`src/rtl/aet_pkg.sv`:
```
// Package for the arithmetic expression tokenizer: types, token codes, character constants.
package aet_pkg;

  // Defaults for the top-level parameters
  localparam int DEF_VALUE_BITS  = 32;
  localparam int DEF_LINE_BITS   = 24;
  localparam int DEF_QUEUE_DEPTH = 4;

  // Token kinds
  localparam logic [2:0] TK_EOF   = 3'd0;
  localparam logic [2:0] TK_PLUS  = 3'd1;
  localparam logic [2:0] TK_MINUS = 3'd2;
  localparam logic [2:0] TK_TIMES = 3'd3;
  localparam logic [2:0] TK_DIV   = 3'd4;
  localparam logic [2:0] TK_INT   = 3'd5;
  localparam logic [2:0] TK_ERR   = 3'd6;

  // Characters recognized by the scanner
  localparam logic [7:0] CH_PLUS  = 8'h2B;
  localparam logic [7:0] CH_MINUS = 8'h2D;
  localparam logic [7:0] CH_STAR  = 8'h2A;
  localparam logic [7:0] CH_SLASH = 8'h2F;
  localparam logic [7:0] CH_ZERO  = 8'h30;
  localparam logic [7:0] CH_NINE  = 8'h39;
  localparam logic [7:0] CH_LF    = 8'h0A;
  localparam logic [7:0] CH_SPACE = 8'h20;
  localparam logic [7:0] CH_TAB   = 8'h09;
  localparam logic [7:0] CH_CR    = 8'h0D;
  localparam logic [7:0] CH_FF    = 8'h0C;

  // Input request: one source byte or the end mark
  typedef struct packed {
    logic [7:0] source_byte;
    logic       end_of_input;
  } aet_in_t;

  // One emitted token
  typedef struct packed {
    logic [2:0]  token_kind;
    logic [31:0] literal_value;
    logic [7:0]  bad_char;
    logic [23:0] line_number;
    logic        last_of_run;
  } aet_tok_t;

  // Queue entry: all tokens caused by one request
  typedef struct packed {
    logic     two;
    aet_tok_t tok0;
    aet_tok_t tok1;
  } aet_entry_t;

endpackage

```
`src/rtl/aet_front.sv`:
```
// Front end: classifies each byte, builds literals, counts lines, forms queue entries.
module aet_front
  import aet_pkg::*;
#(
  parameter int VALUE_BITS = DEF_VALUE_BITS,
  parameter int LINE_BITS  = DEF_LINE_BITS
) (
  input  logic        clk,
  input  logic        rst_n,
  input  logic        cfg_we,
  input  logic [23:0] cfg_data,
  input  logic        req_fire,
  input  aet_in_t     req,
  output logic        push,
  output aet_entry_t  entry
);

  localparam logic [VALUE_BITS-1:0] VALUE_MAX = {VALUE_BITS{1'b1}};

  logic [VALUE_BITS-1:0] acc_r, acc_nxt;
  logic                  num_r, num_nxt;
  logic [LINE_BITS-1:0]  line_r, line_nxt;

  logic [7:0]            b;
  logic                  is_digit, is_ws;
  logic [VALUE_BITS-1:0] digit;
  logic [VALUE_BITS+3:0] prod;
  logic                  have_term;
  aet_tok_t              int_tok, term_tok;

  assign b        = req.source_byte;
  assign is_digit = (b >= CH_ZERO) && (b <= CH_NINE);
  assign is_ws    = (b == CH_SPACE) || (b == CH_TAB) || (b == CH_LF) ||
                    (b == CH_CR) || (b == CH_FF);
  assign digit    = VALUE_BITS'(b - CH_ZERO);

  // acc*10 + digit, wide enough to see overflow
  assign prod = {acc_r, 3'b000} + {2'b00, acc_r, 1'b0} + {4'b0000, digit};

  always_comb begin
    acc_nxt   = acc_r;
    num_nxt   = num_r;
    line_nxt  = line_r;
    push      = 1'b0;
    have_term = 1'b0;
    entry     = '0;

    if (!req.end_of_input && b == CH_LF) begin
      line_nxt = line_r + LINE_BITS'(1);
    end

    // Literal token and the token for the terminating byte
    int_tok               = '0;
    int_tok.token_kind    = TK_INT;
    int_tok.literal_value = 32'(acc_r);
    int_tok.line_number   = 24'(line_nxt);
    term_tok              = '0;
    term_tok.line_number  = 24'(line_nxt);
    term_tok.last_of_run  = 1'b1;

    if (req.end_of_input) begin
      term_tok.token_kind = TK_EOF;
      have_term           = 1'b1;
    end else if (is_ws || is_digit) begin
      have_term = 1'b0;
    end else begin
      have_term = 1'b1;
      case (b)
        CH_PLUS:  term_tok.token_kind = TK_PLUS;
        CH_MINUS: term_tok.token_kind = TK_MINUS;
        CH_STAR:  term_tok.token_kind = TK_TIMES;
        CH_SLASH: term_tok.token_kind = TK_DIV;
        default: begin
          term_tok.token_kind = TK_ERR;
          term_tok.bad_char   = b;
        end
      endcase
    end

    if (req_fire) begin
      if (num_r && is_digit && !req.end_of_input) begin
        // Digit inside a literal: accumulate with saturation
        acc_nxt = (prod[VALUE_BITS+3:VALUE_BITS] != 4'd0) ? VALUE_MAX
                                                           : prod[VALUE_BITS-1:0];
      end else begin
        if (num_r) begin
          push = 1'b1;
          entry.tok0 = int_tok;
          if (have_term) begin
            entry.two  = 1'b1;
            entry.tok1 = term_tok;
          end else begin
            entry.tok0.last_of_run = 1'b1;
          end
        end else if (have_term) begin
          push       = 1'b1;
          entry.tok0 = term_tok;
        end
        if (!req.end_of_input && is_digit) begin
          acc_nxt = digit;
          num_nxt = 1'b1;
        end else begin
          acc_nxt = '0;
          num_nxt = 1'b0;
        end
      end
    end else begin
      line_nxt = line_r;
    end
  end

  // Scanner state; a config write reloads the line counter
  always_ff @(posedge clk) begin
    if (!rst_n) begin
      acc_r  <= '0;
      num_r  <= 1'b0;
      line_r <= LINE_BITS'(1);
    end else begin
      acc_r  <= acc_nxt;
      num_r  <= num_nxt;
      line_r <= cfg_we ? LINE_BITS'(cfg_data) : line_nxt;
    end
  end

endmodule

```
`src/rtl/aet_queue.sv`:
```
// Short entry queue between the front end and the output stage.
module aet_queue
  import aet_pkg::*;
#(
  parameter int DEPTH = DEF_QUEUE_DEPTH
) (
  input  logic       clk,
  input  logic       rst_n,
  input  logic       push,
  input  aet_entry_t wr_entry,
  input  logic       pop,
  output logic       full,
  output logic       rd_valid,
  output aet_entry_t rd_entry
);

  localparam int AW = (DEPTH > 1) ? $clog2(DEPTH) : 1;
  localparam int CW = $clog2(DEPTH + 1);

  aet_entry_t      mem [DEPTH];
  logic [AW-1:0]   wr_ptr_r, rd_ptr_r;
  logic [CW-1:0]   cnt_r, cnt_nxt;
  logic            do_push, do_pop;

  assign do_push  = push && !full;
  assign do_pop   = pop && rd_valid;
  assign full     = (cnt_r == CW'(DEPTH));
  assign rd_valid = (cnt_r != '0);
  assign rd_entry = mem[rd_ptr_r];

  always_comb begin
    cnt_nxt = cnt_r;
    if (do_push && !do_pop) begin
      cnt_nxt = cnt_r + CW'(1);
    end else if (do_pop && !do_push) begin
      cnt_nxt = cnt_r - CW'(1);
    end
  end

  // Entry storage
  always_ff @(posedge clk) begin
    if (do_push) begin
      mem[wr_ptr_r] <= wr_entry;
    end
  end

  // Pointers and fill count
  always_ff @(posedge clk) begin
    if (!rst_n) begin
      wr_ptr_r <= '0;
      rd_ptr_r <= '0;
      cnt_r    <= '0;
    end else begin
      cnt_r <= cnt_nxt;
      if (do_push) begin
        wr_ptr_r <= (wr_ptr_r == AW'(DEPTH - 1)) ? '0 : wr_ptr_r + AW'(1);
      end
      if (do_pop) begin
        rd_ptr_r <= (rd_ptr_r == AW'(DEPTH - 1)) ? '0 : rd_ptr_r + AW'(1);
      end
    end
  end

endmodule

```
`src/rtl/aet_back.sv`:
```
// Back end: unpacks queue entries into single tokens on a registered output.
module aet_back
  import aet_pkg::*;
(
  input  logic       clk,
  input  logic       rst_n,
  input  logic       q_valid,
  input  aet_entry_t q_entry,
  output logic       q_pop,
  output logic       out_valid,
  input  logic       out_ready,
  output aet_tok_t   out_tok
);

  logic     out_valid_r, out_valid_nxt;
  aet_tok_t out_tok_r;
  logic     phase_r, phase_nxt;
  logic     load;

  assign load      = q_valid && (!out_valid_r || out_ready);
  assign out_valid = out_valid_r;
  assign out_tok   = out_tok_r;

  // The second token of a pair is loaded into the output register once the first has been taken
  always_comb begin
    phase_nxt     = phase_r;
    q_pop         = 1'b0;
    out_valid_nxt = out_valid_r && !out_ready;
    if (load) begin
      out_valid_nxt = 1'b1;
      if (q_entry.two && !phase_r) begin
        phase_nxt = 1'b1;
      end else begin
        phase_nxt = 1'b0;
        q_pop     = 1'b1;
      end
    end
  end

  always_ff @(posedge clk) begin
    if (load) begin
      out_tok_r <= phase_r ? q_entry.tok1 : q_entry.tok0;
    end
  end

  always_ff @(posedge clk) begin
    if (!rst_n) begin
      out_valid_r <= 1'b0;
      phase_r     <= 1'b0;
    end else begin
      out_valid_r <= out_valid_nxt;
      phase_r     <= phase_nxt;
    end
  end

endmodule

```
`src/rtl/arith_expression_tokenizer.sv`:
```
// Arithmetic expression tokenizer: top level joining front end, queue and output stage.
//
// Takes one source byte (or an end mark) per cycle and emits tokens for + - * /,
// saturated decimal literals, errors and end of input. A new byte is accepted every
// cycle while the entry queue (QUEUE_DEPTH entries) has room. A byte that ends a
// literal and is itself a token yields two tokens, which leave the output register
// one after the other; the queue absorbs these, so the sustained input rate is one
// byte per cycle unless two-token bytes arrive back to back or the output stalls.
// Tokens pass through the entry queue and the output register. A write to cfg_data
// sets the starting line number and reloads the line counter; it is always accepted.
module arith_expression_tokenizer
  import aet_pkg::*;
#(
  parameter int VALUE_BITS  = DEF_VALUE_BITS,
  parameter int LINE_BITS   = DEF_LINE_BITS,
  parameter int QUEUE_DEPTH = DEF_QUEUE_DEPTH
) (
  input  logic        clk,
  input  logic        rst_n,
  input  logic        in_valid,
  output logic        in_ready,
  input  aet_in_t     in_req,
  output logic        out_valid,
  input  logic        out_ready,
  output aet_tok_t    out_tok,
  input  logic        cfg_valid,
  output logic        cfg_ready,
  input  logic [23:0] cfg_data
);

  aet_entry_t push_entry, head_entry;
  logic       push, full, head_valid, pop;

  assign cfg_ready = 1'b1;
  assign in_ready  = !full;

  // Front end: scan and classify
  aet_front #(
    .VALUE_BITS (VALUE_BITS),
    .LINE_BITS  (LINE_BITS)
  ) u_front (
    .clk      (clk),
    .rst_n    (rst_n),
    .cfg_we   (cfg_valid && cfg_ready),
    .cfg_data (cfg_data),
    .req_fire (in_valid && in_ready),
    .req      (in_req),
    .push     (push),
    .entry    (push_entry)
  );

  // Decoupling queue
  aet_queue #(
    .DEPTH (QUEUE_DEPTH)
  ) u_queue (
    .clk      (clk),
    .rst_n    (rst_n),
    .push     (push),
    .wr_entry (push_entry),
    .pop      (pop),
    .full     (full),
    .rd_valid (head_valid),
    .rd_entry (head_entry)
  );

  // Output stage
  aet_back u_back (
    .clk       (clk),
    .rst_n     (rst_n),
    .q_valid   (head_valid),
    .q_entry   (head_entry),
    .q_pop     (pop),
    .out_valid (out_valid),
    .out_ready (out_ready),
    .out_tok   (out_tok)
  );

endmodule
```
`config.mk`:
```
export PLATFORM = sky130hd
export DESIGN_NAME = arith_expression_tokenizer
export DESIGN_NICKNAME = d
export VERILOG_FILES = /design/src/rtl/aet_pkg.sv /design/src/rtl/aet_front.sv /design/src/rtl/aet_queue.sv /design/src/rtl/aet_back.sv /design/src/rtl/arith_expression_tokenizer.sv
export SDC_FILE = /design/constraint.sdc
export NUM_CORES = 1
export LEC_CHECK = 0
export CAP_MARGIN = 30
export CORE_ASPECT_RATIO = 0.6
export CORE_UTILIZATION = 26
export CTS_CLUSTER_DIAMETER = 120
export DETAILED_ROUTE_END_ITERATION = 6
export DONT_BUFFER_PORTS = 1
export HOLD_SLACK_MARGIN = 0.08
export SYNTH_ARGS = -nofsm -noshare
export SYNTH_HDL_FRONTEND = slang
export SYNTH_HIERARCHICAL = 1
export SYNTH_SLANG_ARGS = --single-unit
export TNS_END_PERCENT = 100
```
`constraint.sdc`:
```
create_clock -name clk -period 14.6 [get_ports clk]
set_clock_uncertainty 0.15 [all_clocks]
set_input_delay 2.92 -clock clk [delete_from_list [all_inputs] [get_ports clk]]
set_output_delay 2.92 -clock clk [all_outputs]
set_load 0.01 [all_outputs]
```
## Word-level counts from Yosys, hierarchy flattened

Memories as Yosys holds them, arrays and structs flattened. A register that Yosys moved wholly into a read port is not among the register bits.
Index checks and enable logic that the tools add are counted.

- RAM bits: 548
- Bits in registers: 134
- ROM bits: 0
- Output and inout port bits: 71
- Latch bits: 0
- Logic and storage cells: 108
- Memories: 1

- Shifts and indexed selects: 0
- Reductions and logical operators: 32
- $lt $le $gt $ge: 2
- Div/mod/pow operators: 0
- Bitwise operators: 1
- Equality and inequality tests: 12
- Multipliers: 0
- Add/sub/neg operators: 8
- Mux-type cells: 39

Memory list:

| memory | depth | width | read ports | clocked after memory_dff | wr ports | RTL line | RTL |
|---|---|---|---|---|---|---|---|
| u_queue.mem | 4 | 137 | 1 | 1 | 1 | aet_queue.sv:20 | `aet_entry_t mem [DEPTH];` |

Operators with widths:

| kind | count |
|---|---|
| $mux 137 | 2 |
| $mux 68 | 4 |
| $mux 32 | 3 |
| $mux 24 | 3 |
| $eq 8x6->1 const B | 5 |
| $add 35x33->36 | 1 |
| $add 36x32->36 | 1 |
| $eq 8x4->1 const B | 4 |
| $add 24x1->24 const B | 1 |
| $mux 8 | 3 |
| $mux 1 | 15 |
| $logic_and 1x1->1 | 13 |
| $mux 3 | 4 |
| $pmux 3 s4 | 1 |
| $sub 8x6->9 const B | 1 |
| $ge 8x6->1 const B | 1 |
| $le 8x6->1 const B | 1 |
| $mux 2 | 4 |
| $logic_not 1->1 | 7 |
| $logic_or 1x1->1 | 6 |
| $add 2x1->2 const B | 2 |
| $eq 2x2->1 const B | 2 |
| $reduce_bool 2->1 | 2 |
| $reduce_bool 4->1 | 1 |
| other kinds (7) | 7 |

## Depth between registers and ports, before layout

- Word-level depth: 17
- Depth in mapped cells: 17
- Gate-level depth less buffers: 16

## Hierarchy

Netlist, hierarchy kept.

Modules (own cells, without submodules):

| module | instances | area each (µm²) | seq. area each (µm²) | cells an instance |
|---|---|---|---|---|
| aet_queue | 1 | 20,233.2 | 16,636.0 | 766 |
| aet_front | 1 | 6,673.9 | 1,141.1 | 904 |
| aet_back | 1 | 3,253.1 | 2,082.0 | 156 |
| arith_expression_tokenizer | 1 | 21.3 | 0.0 | 4 |

## Least setup slack after synthesis

OpenSTA, ideal clock, no wires.

- Path kind: input-to-reg
- Start: input port in_req[2] in the netlist's numbering
- End: memory u_queue/mem[0][0] in the netlist's numbering, enable pin
- Stages: 12
- Buffers on the path: 2
- Slack: 6.281 ns
- Arrival: 7.656 ns
- Library setup time: 0.513 ns
- Cells stage by stage: clkbuf_1 > nor2_1 > a32oi_1 > nor2_1 > a21oi_1 > or2_2 > inv_1 > ha_1 > nor2_1 > nor2b_1 > clkbuf_1 > and2_1

- Word-level cells in the longest chain between the ends: 15
- Elaborated cells on any way between the ends: 24
- Classes of those cells: order compare: 2; eq/ne: 5; mux: 8; reduce/logical: 9

RTL lines:

| what | RTL line | RTL |
|---|---|---|
| start: declaration | arith_expression_tokenizer.sv:22 | `input aet_in_t in_req,` |
| parallel branches: the longest is 10 deep, another holds $ge 8x6->1 | -- |  |
| $mux 1 (*) | aet_front.sv:81 | `if (num_r && is_digit && !req.end_of_input) begin` |
| $mux 1 (*) | aet_front.sv:80 | `if (req_fire) begin` |
| via push | arith_expression_tokenizer.sv:32 | `logic push, full, head_valid, pop;` |
| $logic_and 1x1->1 (*) | aet_queue.sv:25 | `assign do_push = push && !full;` |
| via u_queue.do_push | aet_queue.sv:23 | `logic do_push, do_pop;` |
| $mux 1 (*) | aet_queue.sv:42 | `if (do_push) begin` |
| $mux 1 (implied by the code) (*) | aet_queue.sv:43 | `mem[wr_ptr_r] <= wr_entry;` |
| end: declaration | aet_queue.sv:20 |  |

Mark *: on every way through the listed nets, which the timed path passes.

## Worst setup path after layout

- Start: input port in_req[5] in the netlist's numbering
- End: register u_front.acc_r[26]

- Word-level cells in the longest chain between the ends: 5
- Elaborated cells on any way between the ends: 12
- Classes of those cells: add/sub: 2; order compare: 2; mux: 3; reduce/logical: 5

RTL lines:

| what | RTL line | RTL |
|---|---|---|
| $sub 8x6->9, or another cell as far along | aet_front.sv:35 | `assign digit = VALUE_BITS'(b - CH_ZERO);` |
| $add 36x32->36 / $logic_and 1x1->1 (equally long branches) | aet_front.sv:38, aet_front.sv:32 |  |
| $reduce_bool 4->1, or another cell as far along | aet_front.sv:83 | `acc_nxt = (prod[VALUE_BITS+3:VALUE_BITS] != 4'd0) ? VALUE_MAX` |
| $mux 32, or another cell as far along | aet_front.sv:83 |  |
| $mux 32 (*) | aet_front.sv:81 |  |
| end signal: assignment | aet_front.sv:119 | `acc_r <= acc_nxt;` |
| end: declaration | aet_front.sv:20 | `logic [VALUE_BITS-1:0] acc_r, acc_nxt;` |

Mark *: on every way between the ends. The rest lies on a longest branch, timed or not.
A chain may end at the register's enable or synchronous reset.

==> impl_metrics.env <==
export IMPL_cts_buffers=75
export IMPL_ff2ff_path_depth=8
export IMPL_clock_latency_ps=620
export IMPL_drtIter0Drc=1090
export IMPL_setup_viol=0
export IMPL_required_ps=14920
export IMPL_worstHoldStart="u_queue/wr_ptr_r[1]$_SDFFE_PN0P_"
export IMPL_die_w_um=442
export IMPL_start_util_pct=26.3
export IMPL_post_place_ws_ps=6500
export IMPL_p_per_area_nw_per_um2=181
export IMPL_final_nets=1958
export IMPL_cts_sinks=684
export IMPL_p_leak_nw=11.4
export IMPL_reg2reg_from="u_queue/cnt_r[0]$_SDFFE_PN0P_"
export IMPL_synth_edf_count=616
export IMPL_worstHoldPathCells=2
export IMPL_start_kind="input pin"
export IMPL_synth_area_um2=30200
export IMPL_chipHeight_um=266
export IMPL_cts_setup_buffers=0
export IMPL_synthToLayoutAreaGrowth_pct=13.2
export IMPL_grt_first_pass_wirelength_um=103000
export IMPL_vias_per_cell=4.58
export IMPL_core_area_um2=115000
export IMPL_firstDrtPassIters=5
export IMPL_rsz0062_at_grt="no"
export IMPL_worst_slack_ps=7710
export IMPL_worstHoldPathType="reg2reg"
export IMPL_wl_um=67900
export IMPL_fmax_mhz=145
export IMPL_final_cell_mix="edfxtp_1 (616), mux4_2 (137), nand2_1 (110)"
export IMPL_slew_violations=0
export IMPL_clk_pin_slew_ps=60
export IMPL_dp_hpwl_um=43200
export IMPL_io_buffers=0
export IMPL_avgRoutedWirePerCell_um=19.8
export IMPL_worstSetupStartpoint="in_req[5]"
export IMPL_worst_setup_path_end_kind="register"
export IMPL_yosys_area_share_simple_pct=6.33
export IMPL_critPathMaxFanout=23
export IMPL_grtUsageTotal_pct=11.5
export IMPL_final_antenna_net_count=0
export IMPL_ys_flop_type="edfxtp_1"
export IMPL_rows=96
export IMPL_nFillCells=11100
export IMPL_cts_tree="built"
export IMPL_postSynthAreaPerCell_um2=16.5
export IMPL_synth_async_reset_ratio_pct=0
export IMPL_synthXorXnorAreaFrac_pct=2.06
export IMPL_yosys_warnings=6
export IMPL_critPathArrivalTime_ps=7210
export IMPL_status="finished, final reports clean"
export IMPL_finalCritPeriodShare_pct=47.2
export IMPL_vdd_drop_max_mv=0.0867
export IMPL_worst_pin_slew_ps=957
export IMPL_design_portCount=109
export IMPL_fin_tns_setup_ps=0
export IMPL_synthMuxAreaShare_pct=14.1
export IMPL_die_area_um2=117000
export IMPL_mostFrequentLayoutCell="edfxtp_1"
export IMPL_cts_root_buf="clkbuf_16"
export IMPL_drv_cap=0
export IMPL_routabilityCongestion=0.844
export IMPL_clockBufferDepth=3
export IMPL_grt_pass1_vias=16400
export IMPL_max_slew_margin_rel_pct=36.0
export IMPL_criticalPathCategory="in2reg"
export IMPL_postSynthRegisterBits=684
export IMPL_grt_start_max_net_pins=72
export IMPL_grt_overflow_total=0
export IMPL_ys_types=64
export IMPL_antenna_found_initial=5
export IMPL_yosysSeqAreaShare_pct=65.8
export IMPL_hold_viol=0
export IMPL_syn_instance_count=1830
export IMPL_via_count=15700
export IMPL_cts_resized=0
export IMPL_drc=0
export IMPL_fin_crit_ps=6890
export IMPL_yosys_area_share_adder_pct=4.00
export IMPL_drive_above_1_share_pct=19.4
export IMPL_synth_top_family_by_area="multiplexers"
export IMPL_synth_compound_area_share_pct=4.74
export IMPL_cts_htree_levels=3
export IMPL_cts_hold_buf=0
==> synth_stat cells, types with 5 or more instances <==
library cell / n / share of area (%)
or3_1: 5 / 0.10
buf_6: 19 / 0.71
inv_1: 27 / 0.34
ha_1: 47 / 1.9
buf_4: 41 / 1.0
buf_2: 18 / 0.30
a21o_1: 9 / 0.22
a31oi_1: 27 / 0.56
nor3_1: 22 / 0.36
edfxtp_1: 616 / 61
mux2i_1: 9 / 0.30
dfxtp_1: 68 / 4.5
and2_1: 65 / 1.3
and3_1: 16 / 0.33
nor2b_1: 6 / 0.12
mux2_2: 5 / 0.19
o311a_1: 5 / 0.17
mux4_2: 137 / 10
xnor2_1: 36 / 1.0
o211ai_1: 9 / 0.22
a21oi_1: 55 / 0.91
fa_1: 31 / 2.1
nand3_1: 27 / 0.45
o21a_1: 10 / 0.25
nand2b_1: 10 / 0.21
xor2_1: 35 / 1.0
o21ai_0: 81 / 1.3
nand4_1: 17 / 0.35
clkbuf_1: 45 / 0.56
nor2_1: 95 / 1.2
mux2_4: 68 / 3.4
a21boi_0: 5 / 0.12
nand2_1: 110 / 1.4
o21bai_1: 5 / 0.12
==> layout make-up <==
cell class / instances / area, um^2 / share of cell area (%)
clock buffer: 98 / 1990 / 5.83
multi-input combinational: 1025 / 9580 / 28.0
sequential: 684 / 19900 / 58.2
antenna: 1 / 2.50 / 0.00732
clock inverter: 40 / 453 / 1.33
inverter: 27 / 104 / 0.304
timing repair buffer: 29 / 263 / 0.769
tap: 1519 / 1900 / 5.56
==> kinds of logic after synthesis <==
| family | count (synthesis) |
|---|---|
| flip-flops | 684 |
| other | 2 |
| buffers and inverters | 152 |
| adder cells (fa/ha/maj) | 78 |
| AND/OR/NAND/NOR | 392 |
| XOR/XNOR | 71 |
| multiplexers | 219 |
| AO/OA/AOI/OAI | 232 |
==> power by group <==
group / internal, mW / leakage, nW / switching [mW]
logic: 0.725 / 3.70 / 0.758
registers: 2.59 / 6.52 / 0.255
clock network: 1.08 / 1.19 / 0.781
total: 4.40 / 11.4 / 1.79
==> layer usage <==
layer	wire length (um)	GRT usage [%]	share of wire [%]
met2	30900	17.9	46
met4	1370	2.94	2.0
met1	31600	15.7	46
met5	0	0	0
met3	4080	3.14	6.0
==> final timing paths <==
path                                      endpoint  slack, ps
setup reg to reg     u_queue/mem[2][102]$_DFFE_PP_       9660
hold / removal    u_queue/wr_ptr_r[1]$_SDFFE_PN0P_        360
hold reg to reg   u_queue/wr_ptr_r[1]$_SDFFE_PN0P_        360
setup / recovery    u_front/acc_r[26]$_SDFFE_PN0P_       7710
==> sequential cells by signal, summed over array words and instances, names as in the netlist, named ones only <==
name	count
u_queue/mem	548
u_back/out_tok	68
u_front/acc_r	32
u_front/line_r	24
u_queue/cnt_r	3
u_queue/rd_ptr_r	2
u_queue/wr_ptr_r	2
u_back/out_valid	1
u_back/phase_r	1
u_front/num_r	1
==> stage by stage <==
step                      total power, mW  utilization (%)  hold WS [ps]  area [um^2]  cells
after global routing                 6.51             29.8           397        34200   3423
after global placement               4.38             27.6           328        31600   3279
after CTS                            6.32             29.8           366        34100   3420
after floorplan                      4.01                -           318        30300   1861
after detailed placement             4.42             27.6           358        31700   3282
final                                6.20             29.8           361        34200   3423
==> worst max-delay path, cell delays in order <==
cell and delay [ps]:
ha_1 230, or3_1 420, inv_1 90, buf_4 360, fa_1 500, ha_1 400
a211oi_1 430, o211ai_1 190, a21oi_1 180, nand4_1 130, nand2_1 110, mux2_2 360
o41ai_4 420, buf_4 300, a31oi_1 120
Note: power is estimated with default switching activity, not from simulation.
